==> src/rtl/sled_pkg.sv <==
package sled_pkg;

  localparam int unsigned CHAR_W = 21;
  localparam int unsigned CODE_W = 24;
  localparam int unsigned LEFT_W = 3;

  typedef enum logic [1:0] {
    MODE_NORMAL = 2'd0,
    MODE_ESCAPE = 2'd1,
    MODE_HEX    = 2'd2
  } mode_t;

  typedef enum logic [1:0] {
    ERR_NONE = 2'd0,
    ERR_EOF  = 2'd1,
    ERR_BAD  = 2'd2
  } err_t;

  localparam logic [CHAR_W-1:0] CH_LF     = 21'h00000A;
  localparam logic [CHAR_W-1:0] CH_QUOTE  = 21'h000022;
  localparam logic [CHAR_W-1:0] CH_ZERO   = 21'h000030;
  localparam logic [CHAR_W-1:0] CH_BIG_U  = 21'h000055;
  localparam logic [CHAR_W-1:0] CH_BSLASH = 21'h00005C;
  localparam logic [CHAR_W-1:0] CH_A      = 21'h000061;
  localparam logic [CHAR_W-1:0] CH_B      = 21'h000062;
  localparam logic [CHAR_W-1:0] CH_F      = 21'h000066;
  localparam logic [CHAR_W-1:0] CH_N      = 21'h00006E;
  localparam logic [CHAR_W-1:0] CH_R      = 21'h000072;
  localparam logic [CHAR_W-1:0] CH_T      = 21'h000074;
  localparam logic [CHAR_W-1:0] CH_U      = 21'h000075;
  localparam logic [CHAR_W-1:0] CH_V      = 21'h000076;
  localparam logic [CHAR_W-1:0] CH_X      = 21'h000078;

  localparam logic [CODE_W-1:0] CODE_BEL = 24'd7;
  localparam logic [CODE_W-1:0] CODE_BS  = 24'd8;
  localparam logic [CODE_W-1:0] CODE_TAB = 24'd9;
  localparam logic [CODE_W-1:0] CODE_LF  = 24'd10;
  localparam logic [CODE_W-1:0] CODE_VT  = 24'd11;
  localparam logic [CODE_W-1:0] CODE_FF  = 24'd12;
  localparam logic [CODE_W-1:0] CODE_CR  = 24'd13;

  localparam logic [LEFT_W-1:0] LEFT_X     = 3'd2;
  localparam logic [LEFT_W-1:0] LEFT_SMALL = 3'd4;
  localparam logic [LEFT_W-1:0] LEFT_BIG   = 3'd6;

  typedef struct packed {
    mode_t             mode;
    logic [LEFT_W-1:0] left;
    logic [CODE_W-1:0] value;
  } state_t;

  typedef struct packed {
    logic              char_valid;
    logic [CODE_W-1:0] code_point;
    logic              done_res;
    err_t              error_code;
  } res_t;

  localparam state_t STATE_RESET = '{mode: MODE_NORMAL, left: '0, value: '0};

endpackage

==> src/rtl/sled_decode.sv <==
module sled_decode (
  input  sled_pkg::state_t                  st,
  input  logic [sled_pkg::CHAR_W-1:0]       ch,
  input  logic                              at_end,
  output sled_pkg::state_t                  st_nxt,
  output sled_pkg::res_t                    res
);
  import sled_pkg::*;

  logic [3:0]        digit;
  logic              digit_ok;
  logic [LEFT_W-1:0] left_dec;
  logic [CODE_W-1:0] value_sh;

  // hex digit, either case
  always_comb begin
    digit    = '0;
    digit_ok = 1'b0;
    if (ch >= 21'h30 && ch <= 21'h39) begin
      digit    = ch[3:0];
      digit_ok = 1'b1;
    end else if ((ch >= 21'h41 && ch <= 21'h46) || (ch >= 21'h61 && ch <= 21'h66)) begin
      digit    = ch[3:0] + 4'd9;
      digit_ok = 1'b1;
    end
  end

  assign left_dec = st.left - 3'd1;
  assign value_sh = {st.value[CODE_W-5:0], digit};

  always_comb begin
    st_nxt = st;
    res    = '{char_valid: 1'b0, code_point: '0, done_res: 1'b0, error_code: ERR_NONE};
    if (at_end) begin
      st_nxt         = STATE_RESET;
      res.done_res   = 1'b1;
      res.error_code = ERR_EOF;
    end else begin
      case (st.mode)
        MODE_ESCAPE: begin
          st_nxt.mode    = MODE_NORMAL;
          res.char_valid = 1'b1;
          case (ch)
            CH_QUOTE:  res.code_point = {3'b000, CH_QUOTE};
            CH_BSLASH: res.code_point = {3'b000, CH_BSLASH};
            CH_ZERO:   res.code_point = '0;
            CH_F:      res.code_point = CODE_FF;
            CH_N:      res.code_point = CODE_LF;
            CH_R:      res.code_point = CODE_CR;
            CH_T:      res.code_point = CODE_TAB;
            CH_A:      res.code_point = CODE_BEL;
            CH_V:      res.code_point = CODE_VT;
            CH_B:      res.code_point = CODE_BS;
            CH_LF:     res.char_valid = 1'b0;
            CH_X, CH_U, CH_BIG_U: begin
              res.char_valid = 1'b0;
              st_nxt.mode    = MODE_HEX;
              st_nxt.value   = '0;
              st_nxt.left    = (ch == CH_X) ? LEFT_X : (ch == CH_U) ? LEFT_SMALL : LEFT_BIG;
            end
            default: begin
              res.char_valid = 1'b0;
              res.done_res   = 1'b1;
              res.error_code = ERR_BAD;
              st_nxt         = STATE_RESET;
            end
          endcase
        end
        MODE_HEX: begin
          if (!digit_ok) begin
            res.done_res   = 1'b1;
            res.error_code = ERR_BAD;
            st_nxt         = STATE_RESET;
          end else if (left_dec == '0) begin
            res.char_valid = 1'b1;
            res.code_point = value_sh;
            st_nxt         = STATE_RESET;
          end else begin
            st_nxt.value = value_sh;
            st_nxt.left  = left_dec;
          end
        end
        default: begin
          st_nxt.mode = MODE_NORMAL;
          if (ch == CH_QUOTE) begin
            st_nxt       = STATE_RESET;
            res.done_res = 1'b1;
          end else if (ch == CH_BSLASH) begin
            st_nxt.mode = MODE_ESCAPE;
          end else begin
            res.char_valid = 1'b1;
            res.code_point = {3'b000, ch};
          end
        end
      endcase
    end
  end

endmodule

==> src/rtl/string_literal_escape_decoder.sv <==
// String literal escape decoder. Feed the characters of a literal one per
// transfer, starting after the opening quote; every input transfer yields
// exactly one result transfer, in order. A result carries a decoded code
// point (out_char_valid), nothing (escape prefixes, hex digits before the
// last, backslash-newline), or the end of the literal (out_done_res) with
// out_error_code 0 for a closing quote, 1 for end of input and 2 for a bad
// escape. One item is taken every cycle; an input register is followed
// by a result register, and the decode state is updated as the result
// register loads. Back-pressure on the result side stalls the input only
// when both registers are full.
module string_literal_escape_decoder (
  input  logic                          clk,
  input  logic                          rst_n,
  input  logic                          in_valid,
  output logic                          in_ready,
  input  logic [sled_pkg::CHAR_W-1:0]   in_char,
  input  logic                          in_at_end,
  output logic                          out_valid,
  input  logic                          out_ready,
  output logic                          out_char_valid,
  output logic [sled_pkg::CODE_W-1:0]   out_code_point,
  output logic                          out_done_res,
  output logic [1:0]                    out_error_code
);
  import sled_pkg::*;

  logic              in_vld_r;
  logic [CHAR_W-1:0] char_r;
  logic              at_end_r;
  logic              out_vld_r;
  res_t              res_r;
  state_t            state_r;
  state_t            state_nxt;
  res_t              res_nxt;
  logic              adv;

  assign adv      = in_vld_r && (!out_vld_r || out_ready);
  assign in_ready = !in_vld_r || adv;

  sled_decode u_decode (
    .st     (state_r),
    .ch     (char_r),
    .at_end (at_end_r),
    .st_nxt (state_nxt),
    .res    (res_nxt)
  );

  always_ff @(posedge clk) begin
    if (!rst_n) begin
      in_vld_r  <= 1'b0;
      out_vld_r <= 1'b0;
      state_r   <= STATE_RESET;
    end else begin
      if (in_ready) begin
        in_vld_r <= in_valid;
      end
      if (adv) begin
        out_vld_r <= 1'b1;
        state_r   <= state_nxt;
      end else if (out_ready) begin
        out_vld_r <= 1'b0;
      end
    end
  end

  // payload
  always_ff @(posedge clk) begin
    if (in_valid && in_ready) begin
      char_r   <= in_char;
      at_end_r <= in_at_end;
    end
    if (adv) begin
      res_r <= res_nxt;
    end
  end

  assign out_valid      = out_vld_r;
  assign out_char_valid = res_r.char_valid;
  assign out_code_point = res_r.code_point;
  assign out_done_res   = res_r.done_res;
  assign out_error_code = res_r.error_code;

`ifndef SYNTH
  a_char_not_done: assert property (@(posedge clk) disable iff (!rst_n)
    out_vld_r |-> !(res_r.char_valid && res_r.done_res))
    else $error("decoded character flagged as end of literal");

  a_err_implies_done: assert property (@(posedge clk) disable iff (!rst_n)
    out_vld_r && (res_r.error_code != ERR_NONE) |-> res_r.done_res)
    else $error("error reported without end of literal");

  a_code_zero: assert property (@(posedge clk) disable iff (!rst_n)
    out_vld_r && !res_r.char_valid |-> (res_r.code_point == '0))
    else $error("code point set without a character");

  a_hex_left: assert property (@(posedge clk) disable iff (!rst_n)
    (state_r.mode == MODE_HEX) |-> (state_r.left != '0))
    else $error("hex mode with no digits left");

  a_done_clears: assert property (@(posedge clk) disable iff (!rst_n)
    adv && res_nxt.done_res |=> (state_r == STATE_RESET))
    else $error("state not cleared after end of literal");
`endif

endmodule

==> config.mk <==
export PLATFORM = sky130hd
export DESIGN_NAME = string_literal_escape_decoder
export DESIGN_NICKNAME = d
export VERILOG_FILES = /design/src/rtl/sled_pkg.sv /design/src/rtl/sled_decode.sv /design/src/rtl/string_literal_escape_decoder.sv
export SDC_FILE = /design/constraint.sdc
export NUM_CORES = 1
export LEC_CHECK = 0
export BUFFER_PORTS_ARGS = -buffer_cell sky130_fd_sc_hd__buf_4
export CAP_MARGIN = 20
export CORE_MARGIN = 5
export CORE_UTILIZATION = 30
export CTS_CLUSTER_SIZE = 10
export DETAILED_ROUTE_END_ITERATION = 8
export HOLD_SLACK_MARGIN = 0.08
export PLACE_DENSITY_LB_ADDON = 0.1
export RECOVER_POWER = 50
export SYNTH_ARGS = -nofsm -noshare
export SYNTH_HDL_FRONTEND = slang
export SYNTH_SLANG_ARGS = --single-unit
==> constraint.sdc <==
create_clock -name clk -period 4.1 [get_ports clk]
set_input_delay 1.23 -clock clk [delete_from_list [all_inputs] [get_ports clk]]
set_output_delay 1.23 -clock clk [all_outputs]
set_load 0.005 [all_outputs]
==> results of run 1 <==
-- cells in the final DEF, fill, tap and decap left out, types with 4 or more instances in the layout --
master,Yosys,layout
sky130_fd_sc_hd__nand2_1,20,20
sky130_fd_sc_hd__o21ai_1,5,5
sky130_fd_sc_hd__and2_1,6,6
sky130_fd_sc_hd__nand4_1,5,5
sky130_fd_sc_hd__a21oi_1,12,12
sky130_fd_sc_hd__nor2_1,26,26
sky130_fd_sc_hd__dfxtp_1,27,27
sky130_fd_sc_hd__nor3_1,8,8
sky130_fd_sc_hd__clkbuf_16,0,9
sky130_fd_sc_hd__ha_1,8,8
sky130_fd_sc_hd__a22oi_1,5,5
sky130_fd_sc_hd__nand3_1,10,10
sky130_fd_sc_hd__clkbuf_4,0,49
sky130_fd_sc_hd__edfxtp_1,50,50
sky130_fd_sc_hd__clkbuf_1,15,4
sky130_fd_sc_hd__buf_4,0,16
sky130_fd_sc_hd__a31oi_1,9,9
sky130_fd_sc_hd__o21ai_0,8,8
sky130_fd_sc_hd__a22o_1,29,29
sky130_fd_sc_hd__inv_1,11,11
sky130_fd_sc_hd__nand2b_1,6,6
sky130_fd_sc_hd__nor4_1,5,5
-- logic make-up after synthesis --
family,Yosys count,synth area share [%]
and+or+nand+nor,110,15.9
AOI/OAI and AO/OA,102,21.2
DFF,77,54.7
buffers and inverters,33,4.19
adders and majority gates,8,2.68
muxes,3,0.871
xor gates and xnor gates,2,0.469
-- critical path, stage by stage (launching register included) --
cell,delay [ns]
sky130_fd_sc_hd__edfxtp_1,0.41
sky130_fd_sc_hd__nor4_1,0.59
sky130_fd_sc_hd__nand4_1,0.64
sky130_fd_sc_hd__a31oi_1,0.42
sky130_fd_sc_hd__and4b_1,0.28
sky130_fd_sc_hd__o2111a_1,0.35
sky130_fd_sc_hd__buf_4,0.24
sky130_fd_sc_hd__a22o_1,0.19
-- synthesized netlist by cell type (3+ instances only) --
master / instances
sky130_fd_sc_hd__nand4_1: 5
sky130_fd_sc_hd__nor3_1: 8
sky130_fd_sc_hd__a31oi_1: 9
sky130_fd_sc_hd__a22oi_1: 5
sky130_fd_sc_hd__a21oi_1: 12
sky130_fd_sc_hd__nand2b_1: 6
sky130_fd_sc_hd__or4_1: 3
sky130_fd_sc_hd__o21ai_1: 5
sky130_fd_sc_hd__clkbuf_1: 15
sky130_fd_sc_hd__nor2_1: 26
sky130_fd_sc_hd__nand3_1: 10
sky130_fd_sc_hd__dfxtp_1: 27
sky130_fd_sc_hd__a2111oi_0: 3
sky130_fd_sc_hd__nor4_1: 5
sky130_fd_sc_hd__and2_1: 6
sky130_fd_sc_hd__edfxtp_1: 50
sky130_fd_sc_hd__nor4b_1: 3
sky130_fd_sc_hd__ha_1: 8
sky130_fd_sc_hd__nand4b_1: 3
sky130_fd_sc_hd__o211ai_1: 3
sky130_fd_sc_hd__a22o_1: 29
sky130_fd_sc_hd__buf_6: 4
sky130_fd_sc_hd__inv_1: 11
sky130_fd_sc_hd__o21ai_0: 8
sky130_fd_sc_hd__nand2_1: 20
-- cell type report --
type / instances / area share (%)
clock inverters: 7 / 1.43
flip-flops and latches: 77 / 44.1
inverters: 12 / 0.973
clock buffers: 9 / 4.87
multi-input cells: 225 / 33.2
repair buffers: 69 / 10.9
well taps: 168 / 4.54
-- power groups by stage --
stage / Clock, uW / Combinational [uW] / Sequential (uW)
2_1_floorplan: 0 / 78.0 / 886
4_1_cts: 795 / 141 / 881
3_5_place_dp: 0 / 140 / 898
3_3_place_gp: 0 / 140 / 897
5_1_grt: 826 / 150 / 884
6_report: 776 / 135 / 881
-- stage by stage --
stage          hold slack, ns  worst slack [ns]
3_5_place_dp            0.463             0.842
3_3_place_gp            0.454             0.821
5_1_grt                 0.486             0.632
6_report                0.477             0.854
2_1_floorplan           0.424              1.13
4_1_cts                 0.477             0.831
-- how the worst max path moves through the flow --
stage / to / depth (start not counted)
finish: state_r[9] / 7
global route: state_r[5] / 7
CTS: state_r[5] / 7
detailed placement: state_r[5] / 7
global placement: state_r[0] / 7
floorplan: state_r[0] / 7
-- routing by layer --
metal,wire [um],vias to the layer above,global-route usage (%)
met2,4760,88,22.1
li1,-,1431,-
met5,0,-,0
met3,592,10,3.99
met1,4690,1436,19.7
met4,104,0,3.36
-- flip-flops by register name, indices dropped and copies added (netlist names) --
name,cells
state_r,25
out_code_point,24
char_r,21
out_error_code,2
at_end_r,1
in_vld_r,1
out_char_valid,1
out_done_res,1
out_valid,1
==> flow_summary.toml, run 1 <==
[drt]
number_of_drc_violations_after_detailed_routing = 0
first_pass_iters = 5
routed_wirelength_um = 10200
avgRoutedWirePerCell_um = 17.9
number_of_vias_in_the_routed_layout = 2965
drt-vias-per-instance = 5.23
ant_nets = 0
dr.first_iter.drc_count = 258

[status]
failed_checks = "max-capacitance violations, max-slew violations"
outcome = "finished with violations"

[setup_path]
timing.critical_path.from = "char_r[11]"
regToRegSetupSlack_ns = 0.85
worstSetupPathType = "flip-flop to flip-flop"
cp.required_ns = 4.33
sort_of_element_at_the_start_of_the_critical_path = "flip-flop"
timing.critical_path.fanout_max = 16
critPathCaptureType = "flip-flop"
worst_r2r_path_depth = 7
arrival_ns = 3.47
timing.rr.start = "char_r[11]"
reg2reg_to = "state_r[9]"

[cts]
cts_hold_repair.buffers = 0
cts.clk_slew.worst_paths_ns = 0.06
tritoncts = "yes"
clkSinkCount = 77
clk_latency_ns = 0.34
tritoncts.num_buffers = 9
cts_buffer_depth = 2
cts_resized = 0
clock_tree.htree_level_count = 3
cts_root_buf = "sky130_fd_sc_hd__clkbuf_16"
post_cts.repair.setup_buffers = 0

[timing]
clock-skew-final_ns = 0.00641
layout_min_cycle_time_ns = 3.25
max-slew-margin-rel_pct = -0.385
fin_tns_setup_ns = 0
fmax_ghz = 0.308
worst-slew-pin-transition_ns = 1.51
period_share_pct = 79.2
hold_viol = 0
timing.final.max_slew_violations = 22
rsz0062_at_grt = "false"
finalSetupViolCount = 0

[placed_design]
postPlaceCellArea_sq_um = 4350
hpwlAfterDp_um = 7430
post-place-cells = 551
port_buffers = 55
routabilityCongestion = 0.849

[global_routing]
overflow = 0
via_count_of_the_first_global_routing_pass = 2846
globalRouteTotalUtil_pct = 14.2
grt_max_degree = 31
initial_antenna_violation_count = 0
wire_length_of_the_first_global_routing_pass_um = 16100

[worst_hold_path]
worst_hold_startpoint = "state_r[19]"
min_delay_path_depth = 1
min-delay-path-class = "flip-flop to flip-flop"
worst_hold_path.endpoint = "state_r[19]"

[final_layout]
design_area_sq_um = 4630
area.sequential_sq_um = 2040
stdcell_count = 567
multiInputGateArea_sq_um = 1540
final.fill_count = 1256
utilization_pct = 38.2
final_layout_size_suffix_gt1_share_pct = 22.3
antenna_cells_inserted = 0
nNetsFinal = 428
area_delta_synth_final_pct = 23.9

[logic_synthesis]
synth_net_count = 369
synth_cell_types = 63
synth.ff_latch_count = 77
synthesis.instances = 335
post-synth-top-area-fraction_pct = 40.2
ys_seq_area_share_pct = 54.7
post_synth_main_area_contributors = "sky130_fd_sc_hd__edfxtp_1 40%, sky130_fd_sc_hd__dfxtp_1 14%, sky130_fd_sc_hd__a22o_1 6.8%, sky130_fd_sc_hd__ha_1 2.7%, sky130_fd_sc_hd__nor2_1 2.6%"
synth_largest_area_cell = "sky130_fd_sc_hd__edfxtp_1"
synth_enable_flop_cells = 50
async_reset_ff_share_pct = 0
synth_top_flop_cell = "sky130_fd_sc_hd__edfxtp_1"
synth.avg_cell_area_sq_um = 11.1
synth_warnings = 0
syn-cell-area_sq_um = 3730

[floorplanning]
core_region_area_sq_um = 12100
count_of_pins_on_the_block_boundary = 56
start_util_pct = 30.8
fp-row-count = 40
die_h_um = 122
die-area_sq_um = 14800
die_width_um = 122

[power_and_ir_drop]
worst_ir_drop_on_vdd_mv = 0.232
power.total_uw = 1790
share_seq_of_total_power_pct = 49.2
power.leakage_uw = 0.00166
internal-power_uw = 1390
combinationalPowerShare_pct = 7.5
power.switching_fraction_pct = 22.7
power_switching_uw = 406
power.clock.fraction_pct = 43.3
power-per-cell-area_nw_per_um2 = 387

[flow_run]
maxCapViolations = 1
No activity file was read; power rests on OpenSTA's default activity.
==> run 2: changes to the inputs <==
Clock period 4.1 ns to 2.8 ns, I/O delays scaled along.
==> run 2 against run 1 <==
Total power rose by 46%. Design area rose by 3.4%. Clock skew rose by 0.0071 ns. First-iteration DRC count fell by 11%. The flow now finishes without violations.
==> flow_summary.toml, run 2 (synthesis gave the netlist of run 1 again) <==
[status]
outcome = "completed"

[cts]
tritoncts = "yes"
cts.clk_slew.worst_paths_ns = 0.07
clk_latency_ns = 0.34
post_cts.repair.setup_buffers = 0
cts_buffer_depth = 2
cts_hold_repair.buffers = 0
cts_root_buf = "sky130_fd_sc_hd__clkbuf_16"
cts_resized = 0
clkSinkCount = 77
tritoncts.num_buffers = 9
clock_tree.htree_level_count = 3

[final_layout]
final_layout_size_suffix_gt1_share_pct = 26.6
most-common-layout-cells = "50 x sky130_fd_sc_hd__edfxtp_1, 47 x sky130_fd_sc_hd__clkbuf_4, 33 x sky130_fd_sc_hd__buf_4, 29 x sky130_fd_sc_hd__a22o_1, 27 x sky130_fd_sc_hd__dfxtp_1"
stdcell_count = 585
top_register = "state_r"
area_delta_synth_final_pct = 28.2
nNetsFinal = 446
number_of_flip_flops_in_the_largest_register = 25
antenna_cells_inserted = 0
commonest_non_fill_non_tap_cell_in_the_layout = "sky130_fd_sc_hd__edfxtp_1"

[drt]
dr.first_iter.drc_count = 229
number_of_vias_in_the_routed_layout = 2988
number_of_drc_violations_after_detailed_routing = 0
ant_nets = 0
routed_wirelength_um = 10200
drt-vias-per-instance = 5.11
avgRoutedWirePerCell_um = 17.5
first_pass_iters = 5

[setup_path]
worstSetupPathType = "flip-flop to flip-flop"
critPathCaptureType = "flip-flop"
arrival_ns = 2.96
sort_of_element_at_the_start_of_the_critical_path = "flip-flop"
cp.required_ns = 3.07
timing.critical_path.fanout_max = 20

[timing]
layout_min_cycle_time_ns = 2.69
period_share_pct = 96.0
hold_viol = 0
max-slew-margin-rel_pct = 54.7
fin_tns_setup_ns = 0
worst_slack_ns = 0.111
timing.final.max_slew_violations = 0
worst-slew-pin-transition_ns = 0.663
rsz0062_at_grt = "true"
finalSetupViolCount = 0
fmax_ghz = 0.372
clock-skew-final_ns = 0.0135

[floorplanning]
die-area_sq_um = 14800
fp-row-count = 40
start_util_pct = 30.8
die_width_um = 122
die_h_um = 122
count_of_pins_on_the_block_boundary = 56
core_region_area_sq_um = 12100

[placed_design]
routabilityCongestion = 0.859
port_buffers = 55
post-place-cells = 569
hpwlAfterDp_um = 7660
post-place-ws_ns = 0.144

[worst_hold_path]
min-delay-path-class = "flip-flop to flip-flop"

[global_routing]
initial_antenna_violation_count = 0
via_count_of_the_first_global_routing_pass = 3003
wire_length_of_the_first_global_routing_pass_um = 16500
grt_max_degree = 30
globalRouteTotalUtil_pct = 14.5
overflow = 0

[power_and_ir_drop]
worst_ir_drop_on_vdd_mv = 0.251
power.leakage_uw = 0.00173
power-per-cell-area_nw_per_um2 = 546

[flow_run]
maxCapViolations = 0
## run 2: changes by cell type in the layout (fill, tap and decap cells not counted), moves of 2 or more
cell                         previous run  this run
sky130_fd_sc_hd__clkinvlp_4             0         2
sky130_fd_sc_hd__clkinv_2               3         0
sky130_fd_sc_hd__buf_4                 16        33
sky130_fd_sc_hd__clkbuf_4              49        47
sky130_fd_sc_hd__inv_6                  0         3
## run 2: worst paths after layout
check                            startpoint           to  slack [ns]  depth (start not counted)
worst min register to register  state_r[18]  state_r[18]        0.47                          1
worst min-delay path            state_r[18]  state_r[18]        0.47                          1
worst max register to register    char_r[0]   state_r[6]        0.11                          7
worst max-delay path              char_r[0]   state_r[6]        0.11                          7
## run 2: routing by layer
metal,up-vias,share of wire (%),global-route usage [%]
met2,71,46,22.7
met1,1448,49,19.9
li1,1464,-,-
met3,5,4.2,3.67
met4,0,0.76,3.92
met5,-,0,0
## run 2: cell type report
cell class                      count  area (sq um)
Fill cell                        1228          7320
Sequential cell                    77          2040
Multi-Input combinational cell    225          1550
Timing Repair Buffer               87           644
Clock buffer                        9           225
Tap cell                          168           210
Clock inverter                      7          66.3
Inverter                           12          45.0
## run 2: per-stage QoR
step	util (%)	total power, uW	hold WS, ns	area (sq um)
5_1_grt	39.5	2740	0.502	4790
2_1_floorplan	-	1410	0.424	3730
6_report	39.5	2610	0.475	4790
4_1_cts	39.6	2650	0.478	4790
3_5_place_dp	37.1	1530	0.462	4500
3_3_place_gp	37.1	1530	0.454	4500
## run 2: report_power, final
part	total, uW	internal, uW	leakage (uW)	switching [uW]
Combinational	224	98.1	0.000903	126
Sequential	1280	1260	0.000696	21.2
Clock	1110	618	0.000136	494
## run 2: critical path, cell delays in order, from the launching register on
cell and delay [ns]:
sky130_fd_sc_hd__edfxtp_1 0.49, sky130_fd_sc_hd__a311o_1 0.38, sky130_fd_sc_hd__or4_1 0.53, sky130_fd_sc_hd__and2_1 0.29
sky130_fd_sc_hd__a21oi_1 0.29, sky130_fd_sc_hd__o2111a_1 0.32, sky130_fd_sc_hd__buf_12 0.18, sky130_fd_sc_hd__a22o_1 0.14
